`src/mrd_pkg.sv`:
```
// Package for the RTU response deframer: sizes, CRC constants, result codes,
// the result record and the byte-wise CRC-16 update. No dependencies.
`timescale 1ns / 1ps
`default_nettype none

package mrd_pkg;

   localparam int unsigned ByteW = 8;
   localparam int unsigned PosW  = 9;
   localparam int unsigned CrcW  = 16;

   localparam logic [CrcW-1:0] CRC_INIT = 16'hFFFF;
   localparam logic [CrcW-1:0] CRC_POLY = 16'hA001;

   // Bit of the function code that marks an exception response.
   localparam int unsigned EXC_BIT = 7;

   // Address, function and count or exception code precede the payload.
   localparam logic [PosW-1:0] HDR_LEN = 9'd3;

   // Highest position the frame counter can reach (CRC high byte of the
   // longest frame).
   localparam logic [PosW-1:0] POS_MAX = 9'd259;

   localparam logic KIND_PAYLOAD = 1'b0;
   localparam logic KIND_STATUS  = 1'b1;

   localparam logic [1:0] STATUS_OK        = 2'd0;
   localparam logic [1:0] STATUS_CRC_ERR   = 2'd1;
   localparam logic [1:0] STATUS_EXCEPTION = 2'd2;

   typedef struct packed {
      logic             kind;
      logic [ByteW-1:0] data_byte;
      logic [ByteW-1:0] payload_index;
      logic [1:0]       status;
      logic [ByteW-1:0] unit_address;
      logic [ByteW-1:0] function_code;
      logic [ByteW-1:0] exception_code;
      logic [ByteW-1:0] payload_length;
   } result_type;

   // One byte into the reflected CRC-16, least significant bit first.
   function automatic logic [CrcW-1:0] crc_feed(input logic [CrcW-1:0] crc,
                                                input logic [ByteW-1:0] b);
      logic [CrcW-1:0] c;
      c = crc ^ {8'h00, b};
      for (int k = 0; k < 8; k++) begin
         if (c[0]) begin
            c = (c >> 1) ^ CRC_POLY;
         end else begin
            c = c >> 1;
         end
      end
      return c;
   endfunction

endpackage : mrd_pkg

`default_nettype wire

```
`src/mrd_in_stage.sv`:
```
// Input register of the RTU response deframer: holds one received byte
// until the framing stage takes it. Depends on mrd_pkg.
`timescale 1ns / 1ps
`default_nettype none

module mrd_in_stage
   import mrd_pkg::*;
(
   input  wire logic             clock,
   input  wire logic             reset,
   input  wire logic             req_valid,
   input  wire logic [ByteW-1:0] req_rx_byte,
   output logic                  req_stall,
   input  wire logic             take,
   output logic                  in_valid,
   output logic [ByteW-1:0]      in_byte
);

   logic             valid_ff;
   logic             valid_in;
   logic [ByteW-1:0] byte_ff;

   // The register is free when empty or when its byte leaves this cycle.
   assign req_stall = valid_ff && !take;
   assign valid_in  = req_stall ? valid_ff : req_valid;

   always_ff @(posedge clock) begin
      if (reset) begin
         valid_ff <= 1'b0;
      end else begin
         valid_ff <= valid_in;
      end
   end

   always_ff @(posedge clock) begin
      if (req_valid && !req_stall) begin
         byte_ff <= req_rx_byte;
      end
   end

   assign in_valid = valid_ff;
   assign in_byte  = byte_ff;

endmodule : mrd_in_stage

`default_nettype wire

```
`src/mrd_framer.sv`:
```
// Framing stage of the RTU response deframer: frame position, running CRC,
// held header bytes and the result decode for one byte. Depends on mrd_pkg.
`timescale 1ns / 1ps
`default_nettype none

module mrd_framer
   import mrd_pkg::*;
(
   input  wire logic             clock,
   input  wire logic             reset,
   input  wire logic             step,
   input  wire logic [ByteW-1:0] in_byte,
   output logic                  res_valid,
   output result_type            res
);

   logic [PosW-1:0]  pos_ff,  pos_in;
   logic [CrcW-1:0]  crc_ff,  crc_in;
   logic [ByteW-1:0] addr_ff, addr_in;
   logic [ByteW-1:0] func_ff, func_in;
   logic [ByteW-1:0] cnt_ff,  cnt_in;
   logic [ByteW-1:0] crc_lo_ff, crc_lo_in;

   logic             exc;
   logic [PosW-1:0]  payload_end;
   logic [PosW-1:0]  pos_offset;
   logic [CrcW-1:0]  crc_next;
   logic [CrcW-1:0]  received;

   assign exc         = func_ff[EXC_BIT];
   assign payload_end = exc ? HDR_LEN : HDR_LEN + {1'b0, cnt_ff};
   assign pos_offset  = pos_ff - HDR_LEN;
   assign crc_next    = crc_feed(crc_ff, in_byte);
   assign received    = {in_byte, crc_lo_ff};

   always_comb begin
      pos_in    = pos_ff;
      crc_in    = crc_ff;
      addr_in   = addr_ff;
      func_in   = func_ff;
      cnt_in    = cnt_ff;
      crc_lo_in = crc_lo_ff;
      res_valid = 1'b0;
      res       = '0;
      if (step) begin
         if (pos_ff < HDR_LEN) begin
            // Header bytes are captured and fed to the CRC.
            case (pos_ff[1:0])
               2'd0:    addr_in = in_byte;
               2'd1:    func_in = in_byte;
               default: cnt_in  = in_byte;
            endcase
            crc_in = crc_next;
            pos_in = pos_ff + 9'd1;
         end else if (pos_ff < payload_end) begin
            res_valid           = 1'b1;
            res.kind            = KIND_PAYLOAD;
            res.data_byte       = in_byte;
            res.payload_index   = pos_offset[ByteW-1:0];
            res.unit_address    = addr_ff;
            res.function_code   = func_ff;
            res.payload_length  = cnt_ff;
            crc_in              = crc_next;
            pos_in              = pos_ff + 9'd1;
         end else if (pos_ff == payload_end) begin
            crc_lo_in = in_byte;
            pos_in    = pos_ff + 9'd1;
         end else begin
            // CRC high byte closes the frame; a bad CRC outranks exception.
            res_valid          = 1'b1;
            res.kind           = KIND_STATUS;
            res.unit_address   = addr_ff;
            res.function_code  = func_ff;
            res.exception_code = exc ? cnt_ff : 8'h00;
            res.payload_length = exc ? 8'h00 : cnt_ff;
            if (received != crc_ff) begin
               res.status = STATUS_CRC_ERR;
            end else if (exc) begin
               res.status = STATUS_EXCEPTION;
            end else begin
               res.status = STATUS_OK;
            end
            pos_in = '0;
            crc_in = CRC_INIT;
         end
      end
   end

   always_ff @(posedge clock) begin
      if (reset) begin
         pos_ff <= '0;
         crc_ff <= CRC_INIT;
      end else begin
         pos_ff <= pos_in;
         crc_ff <= crc_in;
      end
   end

   always_ff @(posedge clock) begin
      addr_ff   <= addr_in;
      func_ff   <= func_in;
      cnt_ff    <= cnt_in;
      crc_lo_ff <= crc_lo_in;
   end

`ifndef NO_ASSERTIONS
   a_pos_range: assert property (@(posedge clock) disable iff (reset)
      pos_ff <= POS_MAX)
      else $error("frame position beyond the longest frame");

   a_header_silent: assert property (@(posedge clock) disable iff (reset)
      (step && pos_ff < HDR_LEN) |-> !res_valid)
      else $error("result produced on a header byte");

   a_status_restarts: assert property (@(posedge clock) disable iff (reset)
      (res_valid && res.kind == KIND_STATUS) |=> (pos_ff == '0 && crc_ff == CRC_INIT))
      else $error("frame state not restarted after status");

   a_exc_no_payload: assert property (@(posedge clock) disable iff (reset)
      (res_valid && res.kind == KIND_PAYLOAD) |-> !exc)
      else $error("payload byte reported for an exception frame");
`endif

endmodule : mrd_framer

`default_nettype wire

```
`src/mrd_out_stage.sv`:
```
// Result register of the RTU response deframer: holds one result beat
// until the receiver takes it. Depends on mrd_pkg.
`timescale 1ns / 1ps
`default_nettype none

module mrd_out_stage
   import mrd_pkg::*;
(
   input  wire logic       clock,
   input  wire logic       reset,
   input  wire logic       res_valid,
   input  wire result_type res,
   output logic            ready,
   input  wire logic       rsp_stall,
   output logic            rsp_valid,
   output result_type      rsp
);

   logic       valid_ff;
   logic       valid_in;
   result_type res_ff;

   // Free when empty or when the held beat is taken this cycle.
   assign ready    = !valid_ff || !rsp_stall;
   assign valid_in = ready ? res_valid : valid_ff;

   always_ff @(posedge clock) begin
      if (reset) begin
         valid_ff <= 1'b0;
      end else begin
         valid_ff <= valid_in;
      end
   end

   always_ff @(posedge clock) begin
      if (ready && res_valid) begin
         res_ff <= res;
      end
   end

   assign rsp_valid = valid_ff;
   assign rsp       = res_ff;

endmodule : mrd_out_stage

`default_nettype wire

```
`src/modbus_rtu_response_deframer.sv`:
```
// Top level of the RTU response deframer: input register, framing stage and
// result register. Depends on mrd_pkg, mrd_in_stage, mrd_framer, mrd_out_stage.
//
// Usage: received serial bytes enter one per beat on the req_ channel
// (req_valid, req_rx_byte, req_stall). Each frame starts with the unit
// address and function code; an exception frame is five bytes, a normal one
// five plus its byte count. Every payload byte leaves as a kind 0 beat on the
// rsp_ channel; the CRC high byte, last of the frame, leaves as a kind 1 beat
// carrying ok, CRC mismatch or exception status. Header and CRC low bytes
// produce no beat.
// Path: an accepted byte passes the input register, the combinational framing
// stage and the result register before its beat shows on the rsp_ ports.
// Throughput: one byte per cycle while rsp_stall is low; the CRC update for a
// whole byte is a short XOR network in the framing stage, no loop over cycles.
// Reset (synchronous, active high) empties both registers, returns the frame
// position to the address byte and sets the CRC to all ones.
// When the receiver raises rsp_stall, the held result beat stays put; the
// framing stage then halts and req_stall rises once the input register holds
// a byte, so no beat is lost or repeated.
`timescale 1ns / 1ps
`default_nettype none

module modbus_rtu_response_deframer
   import mrd_pkg::*;
(
   input  wire logic             clock,
   input  wire logic             reset,
   input  wire logic             req_valid,
   input  wire logic [ByteW-1:0] req_rx_byte,
   output logic                  req_stall,
   output logic                  rsp_valid,
   input  wire logic             rsp_stall,
   output logic                  rsp_kind,
   output logic [ByteW-1:0]      rsp_data_byte,
   output logic [ByteW-1:0]      rsp_payload_index,
   output logic [1:0]            rsp_status,
   output logic [ByteW-1:0]      rsp_unit_address,
   output logic [ByteW-1:0]      rsp_function_code,
   output logic [ByteW-1:0]      rsp_exception_code,
   output logic [ByteW-1:0]      rsp_payload_length
);

   logic             in_valid;
   logic [ByteW-1:0] in_byte;
   logic             out_ready;
   logic             step;
   logic             res_valid;
   result_type       res;
   result_type       rsp;

   // A byte is processed exactly when the result register can take its beat.
   assign step = in_valid && out_ready;

   mrd_in_stage u_in_stage (
      .clock       (clock),
      .reset       (reset),
      .req_valid   (req_valid),
      .req_rx_byte (req_rx_byte),
      .req_stall   (req_stall),
      .take        (out_ready),
      .in_valid    (in_valid),
      .in_byte     (in_byte)
   );

   mrd_framer u_framer (
      .clock     (clock),
      .reset     (reset),
      .step      (step),
      .in_byte   (in_byte),
      .res_valid (res_valid),
      .res       (res)
   );

   mrd_out_stage u_out_stage (
      .clock     (clock),
      .reset     (reset),
      .res_valid (res_valid),
      .res       (res),
      .ready     (out_ready),
      .rsp_stall (rsp_stall),
      .rsp_valid (rsp_valid),
      .rsp       (rsp)
   );

   assign rsp_kind           = rsp.kind;
   assign rsp_data_byte      = rsp.data_byte;
   assign rsp_payload_index  = rsp.payload_index;
   assign rsp_status         = rsp.status;
   assign rsp_unit_address   = rsp.unit_address;
   assign rsp_function_code  = rsp.function_code;
   assign rsp_exception_code = rsp.exception_code;
   assign rsp_payload_length = rsp.payload_length;

endmodule : modbus_rtu_response_deframer

`default_nettype wire
```
`config.mk`:
```
export PLATFORM = sky130hd
export DESIGN_NAME = modbus_rtu_response_deframer
export DESIGN_NICKNAME = d
export VERILOG_FILES = /design/src/mrd_pkg.sv /design/src/mrd_in_stage.sv /design/src/mrd_framer.sv /design/src/mrd_out_stage.sv /design/src/modbus_rtu_response_deframer.sv
export SDC_FILE = /design/constraint.sdc
export NUM_CORES = 1
export LEC_CHECK = 0
export CAP_MARGIN = 20
export CORE_MARGIN = 2
export CORE_UTILIZATION = 51
export CTS_BUF_LIST = sky130_fd_sc_hd__clkbuf_2 sky130_fd_sc_hd__clkbuf_4 sky130_fd_sc_hd__clkbuf_8
export DETAILED_ROUTE_END_ITERATION = 7
export DONT_BUFFER_PORTS = 1
export PLACE_DENSITY = 0.77
export SYNTH_ARGS = -nofsm -noshare
export SYNTH_HDL_FRONTEND = slang
export SYNTH_SLANG_ARGS = --single-unit
```
`constraint.sdc`:
```
create_clock -name clock -period 9.6 [get_ports clock]
set_input_delay 0.96 -clock clock [delete_from_list [all_inputs] [get_ports clock]]
set_output_delay 0.96 -clock clock [all_outputs]
set_load 0.01 [all_outputs]
```
==> results.sh, run 1 <==
export IMPL_synth_cell_types=55
export IMPL_vias=2974
export IMPL_area_delta_synth_final_pct=8.97
export IMPL_grt_max_degree=58
export IMPL_max_slew_worst_pin_slew_ns=0.951
export IMPL_yosys_top_cells_area="edfxtp_1 52%, dfxtp_1 10%, xnor2_1 6.6%"
export IMPL_critical_path_max_fanout=23
export IMPL_cts_tree="built"
export IMPL_rsz0062_at_grt="false"
export IMPL_critical_path_class="reg2reg"
export IMPL_dp_hpwl_um=6490
export IMPL_drc=0
export IMPL_routabilityCongestion=0.849
export IMPL_finalSetupTns_ns=0
export IMPL_drive_gt1_share_pct=11.5
export IMPL_totalWireLength_um=9600
export IMPL_worst_path_buf_inv=1
export IMPL_io_pins=65
export IMPL_worst_setup_path_end_kind="flip-flop"
export IMPL_core_um2=10200
export IMPL_clock_sinks=118
export IMPL_syn_nets=426
export IMPL_yosysTopAreaCellShare_pct=51.7
export IMPL_synthTopCellsByCount="91 x edfxtp_1, 44 x and2_1, 40 x xnor2_1, 27 x dfxtp_1, 25 x nor2_1"
export IMPL_clock_fmax_mhz=257
export IMPL_wl_per_cell_um=17.3
export IMPL_clk_pin_slew_ns=0.07
export IMPL_synth_edff_count=91
export IMPL_min_period_over_period_pct=40.5
export IMPL_worstPathArrival_ns=3.95
export IMPL_initial_utilization_pct=51.9
export IMPL_cts_buffer_depth=2
export IMPL_syn_cell_area_um2=5280
export IMPL_antenna_left=0
export IMPL_core_rowCount=37
export IMPL_hold_violations=0
export IMPL_yosys_warnings=0
export IMPL_synth_async_sr_flop_share_pct=0
export IMPL_diodes=0
export IMPL_die_h_um=106
export IMPL_finalCriticalPeriod_ns=3.89
export IMPL_avgSynthCellArea_um2=13.2
export IMPL_crit_top_cell="ha_1"
export IMPL_ctsResizeCount=0
export IMPL_port_buffers=0
export IMPL_first_global_vias=2950
export IMPL_crit_path_max_incr_delay_ns=0.64
export IMPL_hold_worst_slack_ns=0.521
export IMPL_vias_per_cell=5.37
export IMPL_clockRootBuffer="clkbuf_8"
export IMPL_synth_most_common_cell="edfxtp_1"
export IMPL_required_ns=9.66
export IMPL_nets=431
export IMPL_htree_levels=4
export IMPL_irDropWorstVdd_v=0.0000914
export IMPL_ys_seq_area_share_pct=61.9
export IMPL_dieArea_um2=11200
export IMPL_crit_chain="inv_1 -> ha_1 -> nand3b_1 -> xnor2_1 -> nand2b_1 -> ha_1 -> nand2_1 -> a211o_1 -> a221oi_1 -> or2_2 -> nand3_1 -> nor2_1"
export IMPL_clk_latency_ns=0.43
export IMPL_slew_violations=0
export IMPL_synth_flop_cell="edfxtp_1"
export IMPL_grt_pass1_wl_um=15500
export IMPL_synth_seq_cells=118
export IMPL_yosys_area_top_type="edfxtp_1"
export IMPL_start_kind="flip-flop"
export IMPL_grt_overflow=0
export IMPL_drt_first_iter_violations=162
export IMPL_cp_slowest_cell="nor2_1"
export IMPL_first_pass_iters=4
export IMPL_finClkSkew_ns=0.00687
export IMPL_setup_violations=0
export IMPL_p_leak_nw=2.18
export IMPL_cts_setup_buffers=0
export IMPL_status="complete, no violations"
export IMPL_die_width_um=106
export IMPL_holdCritPathClass="reg2reg"
export IMPL_grtUsageTotal_pct=18.2
export IMPL_power_density_nw_per_um2=190
export IMPL_holdBufCountCts=0
export IMPL_synth_cells=401
export IMPL_maxCapViolations=0
export IMPL_grt_antenna_before_repair=0
export IMPL_cts_buffers=17
export IMPL_maxSlewHeadroom_pct=36.1
export IMPL_critical_path_top_delay_family="simple AND/OR/NAND/NOR gates"
==> metal layers <==
metal | share of wire [%] | GRT usage (%)
met3 | 4.1 | 5.50
met4 | 0.88 | 6.39
met5 | 0 | 0
met1 | 46 | 24.6
met2 | 49 | 28.0
==> worst paths after layout <==
kind | cells past startpoint | slack (ns) | to | start
min reg2reg | 1 | 0.52 | u_out_stage.rsp[30]$_SDFFCE_PP0P_ | u_framer.addr_ff[6]$_DFFE_PP_
max | 12 | 5.71 | u_framer.crc_lo_ff[3]$_DFFE_PP_ | u_framer.cnt_ff[0]$_DFFE_PP_
max reg2reg | 12 | 5.71 | u_framer.crc_lo_ff[3]$_DFFE_PP_ | u_framer.cnt_ff[0]$_DFFE_PP_
min | 1 | 0.52 | u_out_stage.rsp[30]$_SDFFCE_PP0P_ | u_framer.addr_ff[6]$_DFFE_PP_
==> cells in the final DEF, fill, tap and decap left out, types with 2 or more instances in the layout <==
cell,count
nor2b_1,3
bufinv_16,2
a211o_1,2
nand2b_1,8
a21oi_1,21
nor2_1,25
a211oi_1,16
o21bai_1,15
nand3_1,6
nor3_1,3
xnor2_1,40
clkbuf_8,17
and3_1,2
clkinv_2,5
xor2_2,2
or2_2,3
edfxtp_1,91
nor4_1,2
dfxtp_1,27
a21o_1,2
clkinvlp_4,3
a2111oi_0,2
clkinv_4,2
and2_1,44
nand2_1,8
ha_1,13
inv_1,6
o21ai_0,2
buf_4,2
nand4_1,7
nand2_2,2
xor2_1,10
==> cells by family after synthesis <==
logic type	synth area share, %
buffers and inverters	2.65
XOR/XNOR	10.1
flip-flops	61.9
AND/OR/NAND/NOR	13.1
adder cells (fa/ha/maj)	3.08
AO/OA/AOI/OAI	9.09
==> cell type report <==
type,count,area [um2]
multi-input combinational,259,1870
fill,844,4430
tap,136,170
clock buffer,18,241
sequential,118,3270
clock inverter,13,134
inverter,7,26.3
timing repair buffer,3,42.5
==> stage by stage <==
| step | cells | power [W] | setup slack, ns | utilization [%] | area (um2) |
|---|---|---|---|---|---|
| 5_1_grt | 554 | 0.00114 | 5.39 | 56.5 | 5760 |
| 3_5_place_dp | 523 | 0.000684 | 5.72 | 52.9 | 5380 |
| 6_report | 554 | 0.00110 | 5.71 | 56.5 | 5760 |
| 2_1_floorplan | 401 | 0.000666 | 6.15 | - | 5280 |
| 4_1_cts | 554 | 0.00110 | 5.72 | 56.5 | 5760 |
| 3_3_place_gp | 522 | 0.000681 | 5.79 | 52.6 | 5360 |
==> where the power goes <==
part	internal, W	total [W]	switching [W]
Clock	0.000230	0.000423	0.000193
Combinational	0.0000474	0.0000904	0.0000430
Sequential	0.000563	0.000583	0.0000199
Total	0.000841	0.00110	0.000256
==> worst register-to-register path, stage by stage (launching register included) <==
cell and delay (ns):
edfxtp_1 0.43, inv_1 0.07, ha_1 0.23, nand3b_1 0.18, xnor2_1 0.14, nand2b_1 0.07
ha_1 0.29, nand2_1 0.09, a211o_1 0.24, a221oi_1 0.48, or2_2 0.47, nand3_1 0.21
nor2_1 0.64
==> state kept, by name, summed over array words and instances (netlist names) <==
name                   cells
u_out_stage.rsp           51
u_framer.crc_ff           16
u_framer.pos_ff            9
u_framer.addr_ff           8
u_framer.cnt_ff            8
u_framer.crc_lo_ff         8
u_framer.func_ff           8
u_in_stage.in_byte         8
u_in_stage.in_valid        1
u_out_stage.rsp_valid      1
(Power assumes the default switching activity.)
==> run 2: changes to the inputs <==
ABC_AREA = 1   (was not set)
PLACE_DENSITY = 0.8   (was 0.77)
clock period = 3.3 ns   (was 9.6 ns; I/O delays follow)
==> run 2 against run 1 <==
Net effect: cell count grew 29%; core utilization grew 3.4 points; global-route usage grew 2.3 points; synthesized cell count grew 33%; sequential power grew to 2.8 times the previous value; area after synthesis grew 0.83%; critical path depth grew 7; combinational power grew 130%; fmax grew 27%; clock power grew to 3.4 times the previous value; highest routed layer unchanged.
==> results.sh, run 2 <==
export IMPL_initial_utilization_pct=52.1
export IMPL_vias_per_cell=5.22
export IMPL_drive_gt1_share_pct=13.0
export IMPL_synthMuxAreaShare_pct=0
export IMPL_seq_power_share_pct=50.6
export IMPL_die_width_um=106
export IMPL_diodes=0
export IMPL_vias=3723
export IMPL_clk_latency_ns=0.44
export IMPL_max_slew_worst_pin_slew_ns=0.728
export IMPL_clk_pin_slew_ns=0.07
export IMPL_grt_overflow=0
export IMPL_synthTopCellsByCount="113 x nand2_1, 91 x edfxtp_1, 76 x inv_1, 58 x nor2_1, 28 x a21oi_1"
export IMPL_crit_chain="inv_2 -> a21oi_1 -> inv_1 -> nor2_1 -> inv_1 -> nor3_1 -> nand2_1 -> nand2_1 -> nand3_1 -> ha_1 -> nand2_1 -> nor2_2 -> nand4_1 -> o21ai_2 -> buf_4 -> nand2_2 -> nand2_4 -> clkinvlp_4 -> buf_12"
export IMPL_hold_depth=2
export IMPL_cts_tree="built"
export IMPL_hold_start="req_valid"
export IMPL_p_clk_share_pct=43.1
export IMPL_drc=0
export IMPL_multi_input_area_um2=1730
export IMPL_grt_antenna_before_repair=0
export IMPL_grtUsageTotal_pct=20.5
export IMPL_synth_cells=534
export IMPL_port_buffers=0
export IMPL_maxSlewHeadroom_pct=51.3
export IMPL_grt_pass1_wl_um=17300
export IMPL_wl_per_cell_um=15.4
export IMPL_nFillCells=793
export IMPL_worst_r2r_cell_count=19
export IMPL_io_pins=65
export IMPL_start_kind="flip-flop"
export IMPL_synth_compound_area_share_pct=5.40
export IMPL_area_delta_synth_final_pct=15.0
export IMPL_first_global_vias=3558
export IMPL_cp_slowest_cell="edfxtp_1"
export IMPL_clock_fmax_mhz=325
export IMPL_synth_top_family_by_area="simple AND/OR/NAND/NOR gates"
export IMPL_maxCapViolations=0
export IMPL_yosys_warnings=0
export IMPL_r2r_start="u_framer.cnt_ff[0]$_DFFE_PP_"
export IMPL_yosysTopAreaCellShare_pct=51.3
export IMPL_hold_violations=0
export IMPL_synth_simple_gate_area_share_pct=18.7
export IMPL_core_um2=10200
export IMPL_nets=589
export IMPL_totalWireLength_um=11000
export IMPL_avgSynthCellArea_um2=9.98
export IMPL_yosys_top_cells_area="edfxtp_1 51%, dfxtp_1 10%, nand2_1 8.0%"
export IMPL_routabilityCongestion=0.848
export IMPL_worst_setup_path_end_kind="flip-flop"
export IMPL_dp_hpwl_um=7390
export IMPL_synth_cell_types=30
export IMPL_grt_max_degree=28
export IMPL_switchingPower_w=0.000749
export IMPL_finish_utilization_pct=59.9
export IMPL_synth_most_common_cell="nand2_1"
export IMPL_synth_seq_cells=118
export IMPL_crit_path_max_incr_delay_ns=0.36
export IMPL_clock_sinks=118
export IMPL_critical_path_class="reg2reg"
export IMPL_syn_nets=559
export IMPL_r2r_slack_ns=0.23
export IMPL_pwr_share_comb_pct=6.3
export IMPL_crit_top_cell="nand2_1"
export IMPL_ys_seq_area_share_pct=61.4
export IMPL_min_to="u_in_stage.in_valid$_SDFFE_PP0N_"
export IMPL_die_h_um=106
export IMPL_power_total_w=0.00329
export IMPL_most_common_layout_cells="110 x nand2_1, 91 x edfxtp_1, 72 x inv_1, 58 x nor2_1, 28 x a21oi_1"
export IMPL_power_density_nw_per_um2=536
export IMPL_internal_power_w=0.00254
export IMPL_finClkSkew_ns=0.0134
export IMPL_finalCriticalPeriod_ns=3.07
export IMPL_cts_buffers=17
export IMPL_core_rowCount=37
export IMPL_critical_path_max_fanout=27
export IMPL_irDropWorstVdd_v=0.000291
export IMPL_required_ns=3.49
export IMPL_stdcell_area_um2=6130
export IMPL_status="complete, no violations"
export IMPL_drt_first_iter_violations=222
export IMPL_first_pass_iters=5
export IMPL_final_cells=713
export IMPL_timing_rr_end="u_out_stage.rsp[10]$_SDFFCE_PP0P_"
export IMPL_htree_levels=4
export IMPL_synth_flop_cell="edfxtp_1"
export IMPL_slew_violations=0
export IMPL_cp_startpoint="u_framer.cnt_ff[0]$_DFFE_PP_"
export IMPL_worst_path_buf_inv=6
export IMPL_synth_async_sr_flop_share_pct=0
export IMPL_synth_edff_count=91
export IMPL_dp_cells=669
export IMPL_netSwitchingFraction_pct=22.8
export IMPL_final_common_cell="nand2_1"
export IMPL_largest_reg_flops=51
export IMPL_synthXorXnorAreaFrac_pct=4.60
export IMPL_holdCritPathClass="in2reg"
export IMPL_regArea_um2=3270
export IMPL_yosys_area_top_type="edfxtp_1"
export IMPL_clockRootBuffer="clkbuf_8"
export IMPL_setup_violations=0
export IMPL_critical_path_top_delay_family="simple AND/OR/NAND/NOR gates"
export IMPL_cts_buffer_depth=2
export IMPL_dieArea_um2=11300
export IMPL_antenna_left=0
export IMPL_worstPathArrival_ns=3.26
export IMPL_p_leak_nw=2.52
export IMPL_syn_cell_area_um2=5330
export IMPL_placedInstanceArea_um2=5570
export IMPL_synth_adder_area_share_pct=3.05
export IMPL_min_period_over_period_pct=93.2
-- run 2: cell count changes in the layout (fill, tap and decap cells not counted), moves of 8 or more --
cell and change:
nand2_1 +102, inv_1 +66, and2_1 -43, nor2_1 +33
xnor2_1 -28, nand3_1 +20, a211oi_1 -16, o21bai_1 -15
nor3_1 +12, o21ai_0 +11, dlygate4sd3_1 +9, nand2b_1 -8
-- run 2: logic make-up after synthesis --
family / after synthesis
and+or+nand+nor: 235
DFF: 118
buffers and inverters: 90
AOI/OAI and AO/OA: 50
xor gates and xnor gates: 28
adders and majority gates: 13
-- run 2: final cells by class --
class / count / area share, %
multi-input cells: 326 / 28.2
inverters: 81 / 5.02
clock buffers: 19 / 4.06
repair buffers: 20 / 3.55
flip-flops and latches: 118 / 53.4
clock inverters: 13 / 2.94
well taps: 136 / 2.78
-- run 2: what timing repair did --
item                                    in CTS  in global routing
hold buffers                                 9                  0
setup buffers                                0                  3
resized for setup                            0                  7
hold endpoints to repair                    25                  0
endpoints found under the setup margin       0                 86
-- run 2: worst max path at each step --
stage | cells past startpoint | to | slack [ns]
5_1_grt | 18 | u_out_stage.rsp[10]$_SDFFCE_PP0P_ | -0.01
4_1_cts | 17 | u_out_stage.rsp[13]$_SDFFCE_PP0P_ | 0.10
3_3_place_gp | 17 | u_out_stage.rsp[25]$_SDFFCE_PP0P_ | 0.29
2_1_floorplan | 17 | u_out_stage.rsp[0]$_SDFFCE_PP0P_ | -0.06
3_5_place_dp | 17 | u_out_stage.rsp[29]$_SDFFCE_PP0P_ | 0.16
6_report | 19 | u_out_stage.rsp[10]$_SDFFCE_PP0P_ | 0.23
-- run 2: per-layer routing --
layer,wire length [um],vias to the layer above,GRT usage (%)
li1,-,1807,-
met2,5660,113,34.2
met4,266,0,11.1
met3,515,20,4.97
met5,0,-,0
met1,4530,1783,24.4
-- run 2: worst register-to-register path: cells and delay by family (launching register included) --
family	cells	cell delay, ns
fa+ha+maj	1	0.28
buf+inv	6	0.74
simple gates	10	1.08
compound gates	2	0.35
flops	1	0.36
-- run 2: power by group through the flow --
stage / combinational [W] / clock (W) / sequential (W)
after global placement: 0.000185 / 0 / 0.00169
final: 0.000208 / 0.00142 / 0.00166
after global routing: 0.000235 / 0.00151 / 0.00167
after floorplan: 0.000161 / 0 / 0.00168
after detailed placement: 0.000191 / 0 / 0.00169
after CTS: 0.000205 / 0.00143 / 0.00166
-- run 2: per-stage QoR --
step	setup TNS, ns	setup WS (ns)	hold slack (ns)
3_3_place_gp	0	0.290	0.403
2_1_floorplan	-2.96	-0.0581	0.429
5_1_grt	-0.153	-0.0113	0.0593
4_1_cts	0	0.105	0.0358
6_report	0	0.226	0.0548
3_5_place_dp	0	0.162	0.404
==> run 3: changes to the inputs <==
PLACE_DENSITY = 0.77   (was 0.8)
clock period = 3.9 ns   (was 3.3 ns; I/O delays follow)
==> run 3 against run 2 <==
Net effect: clock power decreased by 18%; cell count decreased by 1.8%; critical path depth is the same; combinational power fell by 18%; sequential power shrank 15%; total power down 17%; sequential share of layout area rose by 1.9 points; clock skew is 0.0010 ns lower; critical endpoint unchanged; global-route usage fell by 0.12 points; setup slack improved by 0.25 ns; sequential cell count did not move.
==> results.sh, run 3 (same netlist as run 2, synthesis figures left out) <==
export IMPL_status="complete, no violations"
export IMPL_max_slew_worst_pin_slew_ns=0.655
export IMPL_clock_sinks=118
export IMPL_hold_worst_slack_ns=0.0216
export IMPL_critical_path_max_fanout=13
export IMPL_critical_path_top_delay_family="simple AND/OR/NAND/NOR gates"
export IMPL_timing_rr_end="u_out_stage.rsp[10]$_SDFFCE_PP0P_"
export IMPL_vias_per_cell=5.30
export IMPL_final_common_cell="nand2_1"
export IMPL_start_kind="flip-flop"
export IMPL_largest_reg_flops=51
export IMPL_crit_chain="inv_1 -> ha_1 -> nor2_1 -> inv_1 -> nor3_1 -> inv_1 -> nor3_1 -> nand3_1 -> ha_1 -> nand2_1 -> nor2_2 -> nand4_1 -> o21ai_2 -> nand2_1 -> inv_2 -> nand3_1 -> inv_1 -> nand2_2 -> nor2_1"
export IMPL_io_pins=65
export IMPL_p_leak_nw=2.46
export IMPL_hold_start="reset"
export IMPL_htree_levels=4
export IMPL_dieArea_um2=11300
export IMPL_drive_gt1_share_pct=10.6
export IMPL_critical_path_class="reg2reg"
export IMPL_grt_pass1_wl_um=17500
export IMPL_rsz0062_at_grt="false"
export IMPL_antenna_left=0
export IMPL_r2r_start="u_framer.cnt_ff[0]$_DFFE_PP_"
export IMPL_die_width_um=106
export IMPL_worst_r2r_cell_count=19
export IMPL_core_um2=10200
export IMPL_cts_setup_buffers=0
export IMPL_drc=0
export IMPL_min_to="u_in_stage.in_valid$_SDFFE_PP0N_"
export IMPL_finalSetupTns_ns=0
export IMPL_irDropWorstVdd_v=0.000271
export IMPL_first_global_vias=3600
export IMPL_hold_violations=0
export IMPL_maxSlewHeadroom_pct=56.4
export IMPL_power_density_nw_per_um2=462
export IMPL_finalCriticalPeriod_ns=3.43
export IMPL_nets=576
export IMPL_nFillCells=820
export IMPL_slew_violations=0
export IMPL_required_ns=4.18
export IMPL_diodes=0
export IMPL_setup_violations=0
export IMPL_hold_depth=1
export IMPL_cts_tree="built"
export IMPL_clockRootBuffer="clkbuf_8"
export IMPL_finClkSkew_ns=0.0124
export IMPL_first_pass_iters=5
export IMPL_die_h_um=106
export IMPL_totalWireLength_um=10800
export IMPL_maxCapViolations=0
export IMPL_grt_overflow=0
export IMPL_vias=3708
export IMPL_port_buffers=0
export IMPL_core_rowCount=37
export IMPL_routabilityCongestion=0.963
export IMPL_clk_latency_ns=0.44
export IMPL_crit_top_cell="inv_1"
export IMPL_holdCritPathClass="in2reg"
export IMPL_grt_antenna_before_repair=0
export IMPL_power_total_w=0.00274
export IMPL_cp_slowest_cell="edfxtp_1"
export IMPL_min_period_over_period_pct=87.9
export IMPL_clk_pin_slew_ns=0.08
export IMPL_cts_buffer_depth=2
export IMPL_drt_first_iter_violations=265
export IMPL_worst_path_buf_inv=5
export IMPL_dp_cells=665
export IMPL_worst_setup_path_end_kind="flip-flop"
export IMPL_initial_utilization_pct=52.1
export IMPL_grtUsageTotal_pct=20.4
export IMPL_clock_fmax_mhz=292
export IMPL_grt_max_degree=39
export IMPL_stdcell_area_um2=5920
export IMPL_wl_per_cell_um=15.4
export IMPL_most_common_layout_cells="113 x nand2_1, 91 x edfxtp_1, 75 x inv_1, 58 x nor2_1, 28 x a21oi_1"
export IMPL_area_delta_synth_final_pct=11.2
export IMPL_crit_path_max_incr_delay_ns=0.36
export IMPL_final_cells=700
export IMPL_r2r_slack_ns=0.47
export IMPL_placedInstanceArea_um2=5480
export IMPL_dp_hpwl_um=7510
export IMPL_ctsResizeCount=0
export IMPL_cts_buffers=17
export IMPL_worstPathArrival_ns=3.71
## run 3: changes by cell type in the layout (fill, tap and decap cells not counted), moves of 3 or more
| cell | before | now |
|---|---|---|
| inv_8 | 0 | 3 |
| nand2_1 | 110 | 113 |
| inv_6 | 1 | 7 |
| inv_1 | 72 | 75 |
| dlygate4sd3_1 | 9 | 2 |
| buf_4 | 6 | 3 |
| clkinvlp_4 | 6 | 1 |
## run 3: worst max-delay path by stage
stage / endpoint / start / cells after the start / slack (ns)
6_report: u_out_stage.rsp[10]$_SDFFCE_PP0P_ / u_framer.cnt_ff[0]$_DFFE_PP_ / 19 / 0.47
4_1_cts: u_out_stage.rsp[33]$_SDFFCE_PP0P_ / u_framer.cnt_ff[0]$_DFFE_PP_ / 19 / 0.49
3_5_place_dp: u_out_stage.rsp[33]$_SDFFCE_PP0P_ / u_framer.cnt_ff[0]$_DFFE_PP_ / 19 / 0.58
5_1_grt: u_out_stage.rsp[33]$_SDFFCE_PP0P_ / u_framer.cnt_ff[0]$_DFFE_PP_ / 19 / 0.05
2_1_floorplan: u_out_stage.rsp[0]$_SDFFCE_PP0P_ / u_framer.cnt_ff[0]$_DFFE_PP_ / 17 / 0.12
3_3_place_gp: u_out_stage.rsp[40]$_SDFFCE_PP0P_ / u_framer.cnt_ff[0]$_DFFE_PP_ / 17 / 0.78
## run 3: area by class of cell
cell class / instances / area (um2) / area share (%)
clock buffer: 17 / 234 / 3.95
clock inverter: 15 / 180 / 3.04
inverter: 81 / 304 / 5.13
multi-input combinational: 326 / 1690 / 28.6
sequential: 118 / 3270 / 55.3
tap: 136 / 170 / 2.87
timing repair buffer: 7 / 67.6 / 1.14
## run 3: timing repair
action,CTS,global route
hold buffers,0,2
endpoints found under the setup margin,0,0
hold endpoints to repair,0,2
## run 3: worst register-to-register path, cell delays in order (launching register included)
cell	delay, ns
edfxtp_1	0.36
inv_1	0.09
ha_1	0.22
nor2_1	0.10
inv_1	0.07
nor3_1	0.14
inv_1	0.09
nor3_1	0.23
nand3_1	0.12
ha_1	0.31
nand2_1	0.10
nor2_2	0.14
nand4_1	0.10
o21ai_2	0.19
nand2_1	0.19
inv_2	0.26
nand3_1	0.17
inv_1	0.14
nand2_2	0.13
nor2_1	0.15
## run 3: stage by stage
step / worst slack (ns) / util (%)
floorplan: 0.123 / -
global placement: 0.785 / 53.6
detailed placement: 0.576 / 53.6
CTS: 0.486 / 57.6
global route: 0.0519 / 57.9
finish: 0.472 / 57.9
## run 3: layer usage
metal	vias to the layer above	share of wire [%]	global-route usage (%)
li1	1780	-	-
met1	1768	41	23.3
met2	131	52	35.4
met3	29	4.9	5.09
met4	0	2.4	10.1
met5	-	0	0
## run 3: power by group
group          internal, W  switching (W)  total, W  leakage [nW]
clock network     0.000596       0.000566   0.00116         0.209
logic            0.0000620       0.000109  0.000170          1.25
registers          0.00137      0.0000331   0.00141          1.00
total              0.00203       0.000708   0.00274          2.46
